**src/sv/backlight_pulse_count_dimmer_defines.svh**
```systemverilog
// assertion macros for the backlight pulse count dimmer
`ifndef BACKLIGHT_PULSE_COUNT_DIMMER_DEFINES_SVH
`define BACKLIGHT_PULSE_COUNT_DIMMER_DEFINES_SVH

// same-cycle implication
`define BPCD_ASSERT_SAME(label, clk, rst_n, ante, cons, msg) \
    label: assert property (@(posedge clk) disable iff (!rst_n) (ante) |-> (cons)) \
        else $error(msg);

// next-cycle implication
`define BPCD_ASSERT_NEXT(label, clk, rst_n, ante, cons, msg) \
    label: assert property (@(posedge clk) disable iff (!rst_n) (ante) |=> (cons)) \
        else $error(msg);

`endif

```
**src/sv/bpcd_pkg.sv**
```systemverilog
// shared types and constants of the backlight pulse count dimmer
package bpcd_pkg;

    localparam int STEP_COUNT_DEF = 16;
    localparam int STEP_COUNT_MAX = 32;

    localparam int LEVEL_W    = 8;
    localparam int STEP_W     = $clog2(STEP_COUNT_MAX + 1);
    localparam int STEP_NOW_W = 5;

    localparam logic [LEVEL_W-1:0] LEVEL_OFF  = 8'd0;
    localparam logic [LEVEL_W-1:0] LEVEL_MIN  = 8'd30;
    localparam logic [LEVEL_W-1:0] LEVEL_MAX  = 8'd255;
    localparam logic [LEVEL_W-1:0] BOOT_RESET = 8'd45;
    localparam logic [STEP_W-1:0]  TOP_ON_STEP = 6'd2;

    // floor(x / 225) as (x * RECIP) >> RECIP_SHIFT, exact for x below 2**21 / error term
    localparam int LEVEL_SPAN  = 225;
    localparam int RECIP_SHIFT = 21;
    localparam int RECIP       = (2 ** RECIP_SHIFT + LEVEL_SPAN - 1) / LEVEL_SPAN;
    localparam int RECIP_W     = $clog2(RECIP + 1);
    localparam int PROD_W      = LEVEL_W + $clog2(STEP_COUNT_MAX);

    localparam int QUEUE_DEPTH = 2;
    localparam int QUEUE_PTR_W = $clog2(QUEUE_DEPTH);
    localparam int QUEUE_CNT_W = $clog2(QUEUE_DEPTH + 1);

    typedef enum logic [1:0] {
        ACT_OFF  = 2'd0,
        ACT_STEP = 2'd1,
        ACT_WAKE = 2'd2
    } t_action;

    typedef struct packed {
        t_action                 act;
        logic [STEP_W-1:0]       times;
        logic [STEP_NOW_W-1:0]   step;
    } t_cmd;

    typedef enum logic [1:0] {
        F_IDLE,
        F_MULT,
        F_DIV,
        F_ISSUE
    } t_front_state;

    typedef enum logic {
        SEL_REQ,
        SEL_BOOT
    } t_map_sel;

endpackage

```
**src/sv/bpcd_front.sv**
```systemverilog
// front end: takes a request, maps it to a step and queues a pulse command when one is needed
module bpcd_front
    import bpcd_pkg::*;
#(
    parameter int STEP_COUNT = STEP_COUNT_DEF
) (
    input  logic               i_clk,
    input  logic               i_rst_n,
    input  logic               i_req_valid,
    output logic               o_req_ready,
    input  logic [LEVEL_W-1:0] i_brightness,
    input  logic [LEVEL_W-1:0] i_boot_brightness,
    input  logic               i_full,
    output logic               o_push,
    output t_cmd               o_cmd
);

    localparam logic [STEP_W-1:0] SC    = STEP_W'(STEP_COUNT);
    localparam logic [STEP_W-1:0] SC_M1 = STEP_W'(STEP_COUNT - 1);
    localparam int QW = PROD_W + RECIP_W;

    t_front_state        r_state, n_state;
    t_map_sel            r_sel, n_sel;
    logic [LEVEL_W-1:0]  r_req, n_req;
    logic [PROD_W-1:0]   r_prod, n_prod;
    logic                r_low, n_low;
    logic [STEP_W-1:0]   r_target, n_target;
    logic [STEP_W-1:0]   r_cur, n_cur;
    logic                r_light_on, n_light_on;
    logic                r_first, n_first;

    logic [LEVEL_W-1:0]  w_map_in;
    logic [LEVEL_W-1:0]  w_diff;
    logic [QW-1:0]       w_quot_full;
    logic [STEP_W-1:0]   w_quot;
    logic [STEP_W-1:0]   w_step;

    assign w_map_in    = (r_sel == SEL_REQ) ? r_req : i_boot_brightness;
    assign w_diff      = w_map_in - LEVEL_MIN;
    assign w_quot_full = QW'(r_prod) * QW'(RECIP);
    assign w_quot      = STEP_W'(w_quot_full >> RECIP_SHIFT);
    assign w_step      = r_low ? SC : SC - w_quot;

    always_ff @(posedge i_clk) begin
        if (!i_rst_n) begin
            r_state    <= F_IDLE;
            r_light_on <= 1'b1;
            r_first    <= 1'b1;
            r_cur      <= STEP_W'(1);
        end else begin
            r_state    <= n_state;
            r_light_on <= n_light_on;
            r_first    <= n_first;
            r_cur      <= n_cur;
        end
    end

    always_ff @(posedge i_clk) begin
        r_sel    <= n_sel;
        r_req    <= n_req;
        r_prod   <= n_prod;
        r_low    <= n_low;
        r_target <= n_target;
    end

    always_comb begin
        n_state     = r_state;
        n_sel       = r_sel;
        n_req       = r_req;
        n_prod      = r_prod;
        n_low       = r_low;
        n_target    = r_target;
        n_cur       = r_cur;
        n_light_on  = r_light_on;
        n_first     = r_first;
        o_req_ready = 1'b0;
        o_push      = 1'b0;
        o_cmd.act   = ACT_STEP;
        o_cmd.times = r_target;
        o_cmd.step  = STEP_NOW_W'(r_target);

        case (r_state)
            F_IDLE: begin
                o_req_ready = 1'b1;
                if (i_req_valid) begin
                    n_req   = i_brightness;
                    n_sel   = SEL_REQ;
                    n_state = (i_brightness == LEVEL_OFF) ? F_ISSUE : F_MULT;
                end
            end
            F_MULT: begin
                n_prod  = PROD_W'(w_diff) * PROD_W'(SC_M1);
                n_low   = w_map_in < LEVEL_MIN;
                n_state = F_DIV;
            end
            F_DIV: begin
                if (r_sel == SEL_REQ) begin
                    n_target = (r_req == LEVEL_MAX && r_light_on) ? TOP_ON_STEP : w_step;
                    // first request while on: assume the step the boot stage left
                    if (r_light_on && r_first) begin
                        n_sel   = SEL_BOOT;
                        n_state = F_MULT;
                    end else begin
                        n_state = F_ISSUE;
                    end
                end else begin
                    n_cur   = w_step - STEP_W'(1);
                    n_first = 1'b0;
                    n_state = F_ISSUE;
                end
            end
            F_ISSUE: begin
                if (!i_full) begin
                    n_state = F_IDLE;
                    if (r_req == LEVEL_OFF) begin
                        o_push      = 1'b1;
                        o_cmd.act   = ACT_OFF;
                        o_cmd.times = STEP_W'(1);
                        o_cmd.step  = STEP_NOW_W'(r_cur);
                        n_light_on  = 1'b0;
                    end else begin
                        if (!r_light_on) begin
                            o_push    = 1'b1;
                            o_cmd.act = ACT_WAKE;
                        end else if (r_cur > r_target) begin
                            // driver wraps past the top step
                            o_push      = 1'b1;
                            o_cmd.times = r_target + SC - r_cur;
                        end else if (r_cur < r_target) begin
                            o_push      = 1'b1;
                            o_cmd.times = r_target - r_cur;
                        end
                        n_cur      = r_target;
                        n_light_on = 1'b1;
                    end
                end
            end
            default: begin
                n_state = F_IDLE;
            end
        endcase
    end

endmodule

```
**src/sv/bpcd_cmd_queue.sv**
```systemverilog
// short command queue between front and back end
module bpcd_cmd_queue
    import bpcd_pkg::*;
(
    input  logic i_clk,
    input  logic i_rst_n,
    input  logic i_push,
    input  t_cmd i_cmd,
    input  logic i_pop,
    output t_cmd o_head,
    output logic o_empty,
    output logic o_full
);

    t_cmd                   r_mem [QUEUE_DEPTH];
    logic [QUEUE_PTR_W-1:0] r_wr_ptr, r_rd_ptr;
    logic [QUEUE_CNT_W-1:0] r_count;

    assign o_head  = r_mem[r_rd_ptr];
    assign o_empty = (r_count == '0);
    assign o_full  = (r_count == QUEUE_CNT_W'(QUEUE_DEPTH));

    always_ff @(posedge i_clk) begin
        if (i_push) begin
            r_mem[r_wr_ptr] <= i_cmd;
        end
    end

    // depth is a power of two, pointers wrap on their own
    always_ff @(posedge i_clk) begin
        if (!i_rst_n) begin
            r_wr_ptr <= '0;
            r_rd_ptr <= '0;
            r_count  <= '0;
        end else begin
            if (i_push) begin
                r_wr_ptr <= QUEUE_PTR_W'(r_wr_ptr + 1'b1);
            end
            if (i_pop) begin
                r_rd_ptr <= QUEUE_PTR_W'(r_rd_ptr + 1'b1);
            end
            case ({i_push, i_pop})
                2'b10:   r_count <= r_count + 1'b1;
                2'b01:   r_count <= r_count - 1'b1;
                default: r_count <= r_count;
            endcase
        end
    end

endmodule

```
**src/sv/bpcd_back.sv**
```systemverilog
// back end: expands a queued command into its run of pulse commands
module bpcd_back
    import bpcd_pkg::*;
(
    input  logic                  i_clk,
    input  logic                  i_rst_n,
    input  t_cmd                  i_head,
    input  logic                  i_empty,
    output logic                  o_pop,
    output logic                  o_valid,
    input  logic                  i_ready,
    output t_action               o_action,
    output logic                  o_last,
    output logic [STEP_NOW_W-1:0] o_step
);

    logic [STEP_W-1:0]     r_idx;
    logic                  r_valid;
    t_action               r_action;
    logic                  r_last;
    logic [STEP_NOW_W-1:0] r_step;

    logic              w_load;
    logic              w_final;
    logic [STEP_W-1:0] w_idx_inc;

    assign w_idx_inc = STEP_W'(r_idx + 1'b1);
    assign w_load    = !i_empty && (!r_valid || i_ready);
    assign w_final   = (w_idx_inc == i_head.times);
    assign o_pop     = w_load && w_final;

    assign o_valid  = r_valid;
    assign o_action = r_action;
    assign o_last   = r_last;
    assign o_step   = r_step;

    always_ff @(posedge i_clk) begin
        if (!i_rst_n) begin
            r_valid <= 1'b0;
            r_idx   <= '0;
        end else if (w_load) begin
            r_valid <= 1'b1;
            r_idx   <= w_final ? '0 : w_idx_inc;
        end else if (i_ready) begin
            r_valid <= 1'b0;
        end
    end

    // only the first pulse of a run carries the off or wake kind
    always_ff @(posedge i_clk) begin
        if (w_load) begin
            r_action <= (r_idx == '0) ? i_head.act : ACT_STEP;
            r_last   <= w_final;
            r_step   <= i_head.step;
        end
    end

endmodule

```
**src/sv/backlight_pulse_count_dimmer.sv**
```systemverilog
// top level of the backlight pulse count dimmer
// request path: off goes from idle to issue; other levels pass multiply, divide and issue, and
// the first request while on runs the two-stage step mapper again for boot; no new request until issue
// back end sends one command per cycle while m_axis_tready is high, holding a run until all are sent
// reset: light on, step 1, first request pending, boot brightness 45, queue and output empty
`include "backlight_pulse_count_dimmer_defines.svh"

module backlight_pulse_count_dimmer
    import bpcd_pkg::*;
#(
    parameter int STEP_COUNT = STEP_COUNT_DEF
) (
    input  logic               i_clk,
    input  logic               i_rst_n,
    input  logic               s_axis_tvalid,
    output logic               s_axis_tready,
    input  logic [7:0]         s_axis_tdata,   // [7:0] brightness
    output logic               m_axis_tvalid,
    input  logic               m_axis_tready,
    output logic [7:0]         m_axis_tdata,   // [1:0] action, [6:2] step_now, [7] zero
    output logic               m_axis_tlast,
    input  logic               i_cfg_valid,
    output logic               o_cfg_ready,
    input  logic [LEVEL_W-1:0] i_cfg_data      // boot_brightness
);

    logic [LEVEL_W-1:0]    r_boot_brightness;
    logic                  w_push;
    t_cmd                  w_cmd;
    logic                  w_pop;
    t_cmd                  w_head;
    logic                  w_empty;
    logic                  w_full;
    t_action               w_action;
    logic [STEP_NOW_W-1:0] w_step;

    assign o_cfg_ready = 1'b1;

    always_ff @(posedge i_clk) begin
        if (!i_rst_n) begin
            r_boot_brightness <= BOOT_RESET;
        end else if (i_cfg_valid) begin
            r_boot_brightness <= i_cfg_data;
        end
    end

    bpcd_front #(
        .STEP_COUNT (STEP_COUNT)
    ) u_front (
        .i_clk             (i_clk),
        .i_rst_n           (i_rst_n),
        .i_req_valid       (s_axis_tvalid),
        .o_req_ready       (s_axis_tready),
        .i_brightness      (s_axis_tdata),
        .i_boot_brightness (r_boot_brightness),
        .i_full            (w_full),
        .o_push            (w_push),
        .o_cmd             (w_cmd)
    );

    bpcd_cmd_queue u_queue (
        .i_clk   (i_clk),
        .i_rst_n (i_rst_n),
        .i_push  (w_push),
        .i_cmd   (w_cmd),
        .i_pop   (w_pop),
        .o_head  (w_head),
        .o_empty (w_empty),
        .o_full  (w_full)
    );

    bpcd_back u_back (
        .i_clk    (i_clk),
        .i_rst_n  (i_rst_n),
        .i_head   (w_head),
        .i_empty  (w_empty),
        .o_pop    (w_pop),
        .o_valid  (m_axis_tvalid),
        .i_ready  (m_axis_tready),
        .o_action (w_action),
        .o_last   (m_axis_tlast),
        .o_step   (w_step)
    );

    assign m_axis_tdata = {1'b0, w_step, w_action};

    `BPCD_ASSERT_SAME(a_push_not_full, i_clk, i_rst_n, w_push, !w_full, "push into full queue")
    `BPCD_ASSERT_SAME(a_pop_not_empty, i_clk, i_rst_n, w_pop, !w_empty, "pop from empty queue")
    `BPCD_ASSERT_NEXT(a_pop_ends_run, i_clk, i_rst_n, w_pop, m_axis_tvalid && m_axis_tlast, "run end not flagged")
    `BPCD_ASSERT_SAME(a_off_is_last, i_clk, i_rst_n, m_axis_tvalid && (w_action == ACT_OFF), m_axis_tlast, "off command not last")

endmodule
```
**config.mk**
```make
export PLATFORM = sky130hd
export DESIGN_NAME = backlight_pulse_count_dimmer
export DESIGN_NICKNAME = d
export VERILOG_FILES = /design/src/sv/bpcd_pkg.sv /design/src/sv/bpcd_front.sv /design/src/sv/bpcd_cmd_queue.sv /design/src/sv/bpcd_back.sv /design/src/sv/backlight_pulse_count_dimmer.sv
export VERILOG_INCLUDE_DIRS = /design/src /design/src/sv
export SDC_FILE = /design/constraint.sdc
export NUM_CORES = 1
export LEC_CHECK = 0
export BUFFER_PORTS_ARGS = -buffer_cell sky130_fd_sc_hd__buf_4
export CAP_MARGIN = 10
export CORE_ASPECT_RATIO = 0.6
export CORE_MARGIN = 2
export CORE_UTILIZATION = 57
export CTS_CLUSTER_DIAMETER = 60
export DETAILED_ROUTE_END_ITERATION = 10
export HOLD_SLACK_MARGIN = 0.06
export PLACE_DENSITY = 0.85
export RECOVER_POWER = 50
export SLEW_MARGIN = 20
export SYNTH_ARGS = -nofsm -noshare
export SYNTH_HDL_FRONTEND = slang
export SYNTH_HIERARCHICAL = 1
export SYNTH_SLANG_ARGS = --single-unit
```
**constraint.sdc**
```tcl
create_clock -name i_clk -period 6.9 [get_ports i_clk]
set_input_delay 0.69 -clock i_clk [delete_from_list [all_inputs] [get_ports i_clk]]
set_output_delay 0.69 -clock i_clk [all_outputs]
set_load 0.1 [all_outputs]
```
==> results of run 1 <==
-- registers in the layout, summed over array words and instances (netlist names), 5 cells and up, named ones only --
| register | flops |
|---|---|
| u_front/r_req | 8 |
| u_front/r_cur | 6 |
| u_front/r_target | 6 |
| u_front/r_prod | 12 |
| r_boot_brightness | 8 |
| u_queue/r_mem | 26 |
| u_back/r_idx | 6 |
| u_back/o_step | 5 |
-- worst max path at each step --
stage                                   to  depth (start not counted)
final                     u_front/r_cur[4]                         21
after floorplan           u_front/r_cur[4]                         22
after CTS                 u_front/r_cur[4]                         21
after global placement    u_front/r_cur[4]                         21
after global routing      u_front/r_cur[4]                         21
after detailed placement  u_front/r_cur[4]                         21
-- synth_stat cells (all sizes together), types with 16 or more instances --
| cell | instances | area [sq um] |
|---|---|---|
| mux2i | 16 | 160 |
| a21oi | 31 | 155 |
| nor2 | 36 | 143 |
| dfxtp | 30 | 601 |
| edfxtp | 62 | 1860 |
| o21ai | 22 | 114 |
| fa | 43 | 861 |
| inv | 93 | 349 |
| xnor2 | 28 | 253 |
| nand2 | 52 | 195 |
| ha | 113 | 1410 |
-- metal layers --
| metal | vias up | wire length (um) | GRT usage, % |
|---|---|---|---|
| li1 | 2564 | - | - |
| met1 | 2577 | 7880 | 35.3 |
| met3 | 24 | 1410 | 5.47 |
| met2 | 264 | 7010 | 37.0 |
| met5 | - | 0 | 0 |
| met4 | 0 | 202 | 4.63 |
-- final cells by class --
class	count	area [sq um]
fillers	967	4770
multi-input cells	525	4660
flip-flops and latches	92	2460
inverters	93	349
clock buffers	11	264
well taps	170	213
repair buffers	31	165
clock inverters	5	42.5
-- cell usage in the layout, fill, tap and decap left out, drive strengths merged, types with 12 or more instances in the layout --
master / n
ha: 113
dfxtp: 30
nor2: 36
edfxtp: 62
xor2: 15
a21oi: 31
mux2i: 16
fa: 43
a21boi: 12
xnor2: 28
nand3: 15
o21ai: 22
mux2: 15
nor3: 13
nor2b: 13
clkbuf: 31
nand2: 52
inv: 94
-- per-stage QoR --
stage	hold WS (ps)	utilization (%)	setup WS, ps	instances	cell area, sq um
after floorplan	434	-	1520	727	7610
after global placement	449	61.2	1360	910	7910
after detailed placement	466	61.2	1000	911	7920
after CTS	486	63.6	983	927	8230
after global routing	523	63.1	608	927	8160
final	495	63.1	898	927	8160
-- cell families after synthesis --
| logic type | after synthesis |
|---|---|
| AO/OA/AOI/OAI | 111 |
| XOR/XNOR | 43 |
| adder cells (fa/ha/maj) | 156 |
| buffers and inverters | 110 |
| flip-flops | 92 |
| multiplexers | 31 |
| other | 2 |
| AND/OR/NAND/NOR | 182 |
-- worst max-delay path, stage by stage, from the launching register on --
cell and delay [ps]:
sky130_fd_sc_hd__edfxtp_1 490, sky130_fd_sc_hd__ha_1 340, sky130_fd_sc_hd__ha_1 310, sky130_fd_sc_hd__fa_1 510
sky130_fd_sc_hd__fa_1 550, sky130_fd_sc_hd__inv_1 60, sky130_fd_sc_hd__fa_1 530, sky130_fd_sc_hd__inv_1 40
sky130_fd_sc_hd__ha_1 310, sky130_fd_sc_hd__nand3_2 100, sky130_fd_sc_hd__nor4_1 530, sky130_fd_sc_hd__o21ai_1 140
sky130_fd_sc_hd__a21boi_2 230, sky130_fd_sc_hd__nor3_1 90, sky130_fd_sc_hd__or2_1 290, sky130_fd_sc_hd__ha_1 250
sky130_fd_sc_hd__xor2_1 180, sky130_fd_sc_hd__xnor2_2 270, sky130_fd_sc_hd__a31oi_2 170, sky130_fd_sc_hd__a211o_1 260
sky130_fd_sc_hd__xnor2_1 170, sky130_fd_sc_hd__a21oi_1 80
==> impl_metrics.env, run 1 <==
export IMPL_totalNegativeSetupSlack_ps=0
export IMPL_via_count=5429
export IMPL_path_class="register to register"
export IMPL_post_cts_setup_buffers=0
export IMPL_synthesis_yosys_warnings=6
export IMPL_timing_hold_worst_class="register to register"
export IMPL_complex_gate_fraction_of_the_synthesized_area_pct=9.84
export IMPL_grt_setup_unrepaired="false"
export IMPL_hold_path_cell_count=2
export IMPL_worst_slew_margin_rel_pct=18.7
export IMPL_final_setup_viol_count=0
export IMPL_synthCells=727
export IMPL_fin_crit_ps=6000
export IMPL_avgRoutedWirePerCell_um=17.8
export IMPL_synth_simple_area_share_pct=12.1
export IMPL_yosys_area_share_adder_pct=29.9
export IMPL_max_cap_viol_count=0
export IMPL_wire_length_of_the_first_global_routing_pass_mm=27.2
export IMPL_share_of_the_yosys_chip_area_belonging_to_registers_pct=32.3
export IMPL_layout_drive_gt1_share_pct=7.53
export IMPL_tightest_slew_ps=1220
export IMPL_cts_tree="done"
export IMPL_cts_max_path_buffers=2
export IMPL_post_cts_hold_buffer_count=0
export IMPL_finalClockSkew_ps=7.46
export IMPL_antenna_violations_before_repair=0
export IMPL_globalRouteTotalUtil_pct=24.1
export IMPL_initial_standard_cell_utilization_of_the_core_pct=58.9
export IMPL_clk_latency_ps=340
export IMPL_synth_mux_area_fraction_pct=4.32
export IMPL_cts_buffers=9
export IMPL_cts_repair_resize_count=0
export IMPL_postSynthNetCount=904
export IMPL_sum_of_routed_wire_length_over_all_layers_mm=16.5
export IMPL_final_count_of_hold_timing_violations=0
export IMPL_setup_crit_start="u_front/r_prod[6]"
export IMPL_synthesis_area_per_instance_sq_um=10.5
export IMPL_cp_arrival_ps=6230
export IMPL_drt_initial_drc_count=404
export IMPL_die_height_um=93.5
export IMPL_syn_cell_area_sq_um=7610
export IMPL_gp_congestion=0.958
export IMPL_synth_lib_cells_used_distinct=65
export IMPL_setup_worst_path_end_class="register"
export IMPL_rr_endpoint="u_front/r_cur[4]"
export IMPL_reg2regPathDepth=21
export IMPL_design_final_nets=929
export IMPL_postSynth_asyncResetShare_pct=0
export IMPL_main_combinational_cell_family_by_area_after_synthesis="adder cells"
export IMPL_die_width_um=153
export IMPL_critical_path_reg2reg_startpoint="u_front/r_prod[6]"
export IMPL_ys_seq_elements=92
export IMPL_place_detailed_hpwl_mm=13.3
export IMPL_launching_element_type_of_the_critical_path="register"
export IMPL_cts_htree_levels=3
export IMPL_final_max_slew_violation_count=0
export IMPL_worst_path_max_fanout=5
export IMPL_post_route_drc_count=0
export IMPL_hold_path_end="u_front/r_first"
export IMPL_worst_ep_required_time_ps=7130
export IMPL_ctsRootBufferMaster="sky130_fd_sc_hd__clkbuf_16"
export IMPL_final_min_period_over_clock_period_pct=87.0
export IMPL_portBuffers=30
export IMPL_drt_vias_per_instance=5.86
export IMPL_min_delay_start="u_front/r_first"
export IMPL_synth_xor_area_share_pct=5.05
export IMPL_total_congestion_overflow_after_global_routing=0
export IMPL_num_io_pins=33
export IMPL_status="finished, final reports clean"
export IMPL_final_antenna_net_count=0
export IMPL_area_growth_syn_to_layout_pct=7.17
export IMPL_antennaDiodeCount=0
export IMPL_max_freq_mhz=167
export IMPL_die_area_sq_um=14300
export IMPL_core_area_sq_um=12900
export IMPL_synth_enable_flop_cells=62
export IMPL_std_cell_rows=32
export IMPL_pin_count_of_the_biggest_net_entering_global_routing=31
export IMPL_cts_sink_count=92
export IMPL_setup_reg_to_reg_worst_slack_ps=900
export IMPL_clkSlewWorstSetupHoldPaths_ps=60
export IMPL_firstDrtPassIters=5
export IMPL_dominantRegCellSynth="sky130_fd_sc_hd__edfxtp_1"
export IMPL_number_of_global_route_vias_before_repair=5427
Power of run 1 is left out: the tool's default activity adds up to more than one toggle a clock period on the data nets, which glitch-free logic cannot reach.
==> run 2, diff against run 1 <==
==> constraint.sdc (replaced) <==
create_clock -name i_clk -period 6.9 [get_ports i_clk]
set_input_delay 1.035 -clock i_clk [delete_from_list [all_inputs] [get_ports i_clk]]
set_output_delay 1.035 -clock i_clk [all_outputs]
set_load 0.1 [all_outputs]
==> impl_metrics.env, run 2 (same netlist as run 1, synthesis figures left out) <==
export IMPL_hold_path_end="u_front/r_first"
export IMPL_design_final_nets=929
export IMPL_setup_worst_path_end_class="register"
export IMPL_antennaDiodeCount=0
export IMPL_layout_cells_non_filler=927
export IMPL_core_area_sq_um=12900
export IMPL_worst_ep_required_time_ps=7130
export IMPL_multi_input_combinational_cell_area_sq_um=4660
export IMPL_num_io_pins=33
export IMPL_std_cell_rows=32
export IMPL_layout_drive_gt1_share_pct=7.53
export IMPL_layout_filler_cells=967
export IMPL_rr_endpoint="u_front/r_cur[4]"
export IMPL_final_seq_area_sq_um=2460
export IMPL_place_detailed_hpwl_mm=13.3
export IMPL_clkSlewWorstSetupHoldPaths_ps=60
export IMPL_area_growth_syn_to_layout_pct=7.17
export IMPL_post_route_util_pct=63.1
export IMPL_max_cap_viol_count=0
export IMPL_ctsRootBufferMaster="sky130_fd_sc_hd__clkbuf_16"
export IMPL_hold_path_cell_count=2
export IMPL_sum_of_routed_wire_length_over_all_layers_mm=16.4
export IMPL_setup_crit_start="u_front/r_prod[6]"
export IMPL_initial_standard_cell_utilization_of_the_core_pct=58.9
export IMPL_top_register="u_queue/r_mem"
export IMPL_max_freq_mhz=167
export IMPL_gp_congestion=0.958
export IMPL_largest_reg_flops=26
export IMPL_final_antenna_net_count=0
export IMPL_wire_length_of_the_first_global_routing_pass_mm=27.2
export IMPL_cts_sink_count=92
export IMPL_portBuffers=30
export IMPL_fin_crit_ps=6000
export IMPL_firstDrtPassIters=5
export IMPL_avgRoutedWirePerCell_um=17.7
export IMPL_pin_count_of_the_biggest_net_entering_global_routing=31
export IMPL_cp_arrival_ps=6230
export IMPL_worst_path_max_fanout=5
export IMPL_placedInstanceArea_sq_um=7920
export IMPL_cts_repair_resize_count=0
export IMPL_post_route_drc_count=0
export IMPL_cts_tree="done"
export IMPL_leading_cell_type_in_the_layout_fill_and_taps_excluded="sky130_fd_sc_hd__ha_1"
export IMPL_die_width_um=153
export IMPL_final_max_slew_violation_count=0
export IMPL_drt_vias_per_instance=5.81
export IMPL_totalNegativeSetupSlack_ps=0
export IMPL_tightest_slew_ps=1230
export IMPL_reg_top3="u_queue/r_mem: 26 flops, u_front/r_prod: 12 flops"
export IMPL_worst_slew_margin_rel_pct=18.3
export IMPL_setup_reg_to_reg_worst_slack_ps=900
export IMPL_total_congestion_overflow_after_global_routing=0
export IMPL_antenna_violations_before_repair=0
export IMPL_final_min_period_over_clock_period_pct=87.0
export IMPL_cts_htree_levels=3
export IMPL_post_cts_hold_buffer_count=0
export IMPL_via_count=5388
export IMPL_layout_cells_most_common_list="sky130_fd_sc_hd__ha_1 (113), sky130_fd_sc_hd__inv_1 (93), sky130_fd_sc_hd__edfxtp_1 (62), sky130_fd_sc_hd__nand2_1 (52), sky130_fd_sc_hd__fa_1 (43)"
export IMPL_min_delay_start="u_front/r_first"
export IMPL_grt_setup_unrepaired="false"
export IMPL_timing_hold_worst_class="register to register"
export IMPL_die_area_sq_um=14300
export IMPL_final_cell_area_sq_um=8160
export IMPL_post_cts_setup_buffers=0
export IMPL_final_count_of_hold_timing_violations=0
export IMPL_final_setup_viol_count=0
export IMPL_place_detailed_instances=911
export IMPL_status="finished, final reports clean"
export IMPL_cts_buffers=9
export IMPL_clk_latency_ps=340
export IMPL_drt_initial_drc_count=396
export IMPL_cts_max_path_buffers=2
export IMPL_finalClockSkew_ps=9.09
export IMPL_path_class="register to register"
export IMPL_die_height_um=93.5
export IMPL_launching_element_type_of_the_critical_path="register"
export IMPL_number_of_global_route_vias_before_repair=5427
export IMPL_critical_path_reg2reg_startpoint="u_front/r_prod[6]"
export IMPL_globalRouteTotalUtil_pct=24.1
export IMPL_reg2regPathDepth=21
==> run 2: final cells by class <==
class                   count  area share [%]
clock buffers              11            3.24
flip-flops and latches     92            30.2
multi-input cells         525            57.2
repair buffers             31            2.02
inverters                  93            4.28
well taps                 170            2.61
clock inverters             5           0.521
==> run 2: metrics by stage <==
step	worst slack, ps	hold slack [ps]
after floorplan	1520	434
after global placement	1360	449
after detailed placement	1000	466
after CTS	983	486
after global routing	608	523
final	898	495
==> run 2: how the worst max path moves through the flow <==
stage,end,slack [ps],cells after the start
floorplan,u_front/r_cur[4],1520,22
global placement,u_front/r_cur[4],1360,21
detailed placement,u_front/r_cur[4],1000,21
CTS,u_front/r_cur[4],980,21
global route,u_front/r_cur[4],610,21
finish,u_front/r_cur[4],900,21
==> run 2: per-layer routing <==
| layer | routed length, um | vias up | track usage [%] |
|---|---|---|---|
| li1 | - | 2566 | - |
| met1 | 7930 | 2566 | 35.3 |
| met2 | 6940 | 225 | 37.0 |
| met3 | 1300 | 31 | 5.47 |
| met4 | 224 | 0 | 4.63 |
| met5 | 0 | - | 0 |
==> run 2: critical path, cell delays in order (launching register included) <==
cell and delay [ps]:
sky130_fd_sc_hd__edfxtp_1 490, sky130_fd_sc_hd__ha_1 340, sky130_fd_sc_hd__ha_1 310, sky130_fd_sc_hd__fa_1 510, sky130_fd_sc_hd__fa_1 550, sky130_fd_sc_hd__inv_1 60
sky130_fd_sc_hd__fa_1 530, sky130_fd_sc_hd__inv_1 40, sky130_fd_sc_hd__ha_1 310, sky130_fd_sc_hd__nand3_2 100, sky130_fd_sc_hd__nor4_1 530, sky130_fd_sc_hd__o21ai_1 140
sky130_fd_sc_hd__a21boi_2 230, sky130_fd_sc_hd__nor3_1 90, sky130_fd_sc_hd__or2_1 290, sky130_fd_sc_hd__ha_1 250, sky130_fd_sc_hd__xor2_1 180, sky130_fd_sc_hd__xnor2_2 270
sky130_fd_sc_hd__a31oi_2 170, sky130_fd_sc_hd__a211o_1 260, sky130_fd_sc_hd__xnor2_1 160, sky130_fd_sc_hd__a21oi_1 80
Power of run 2 is left out for the same reason.
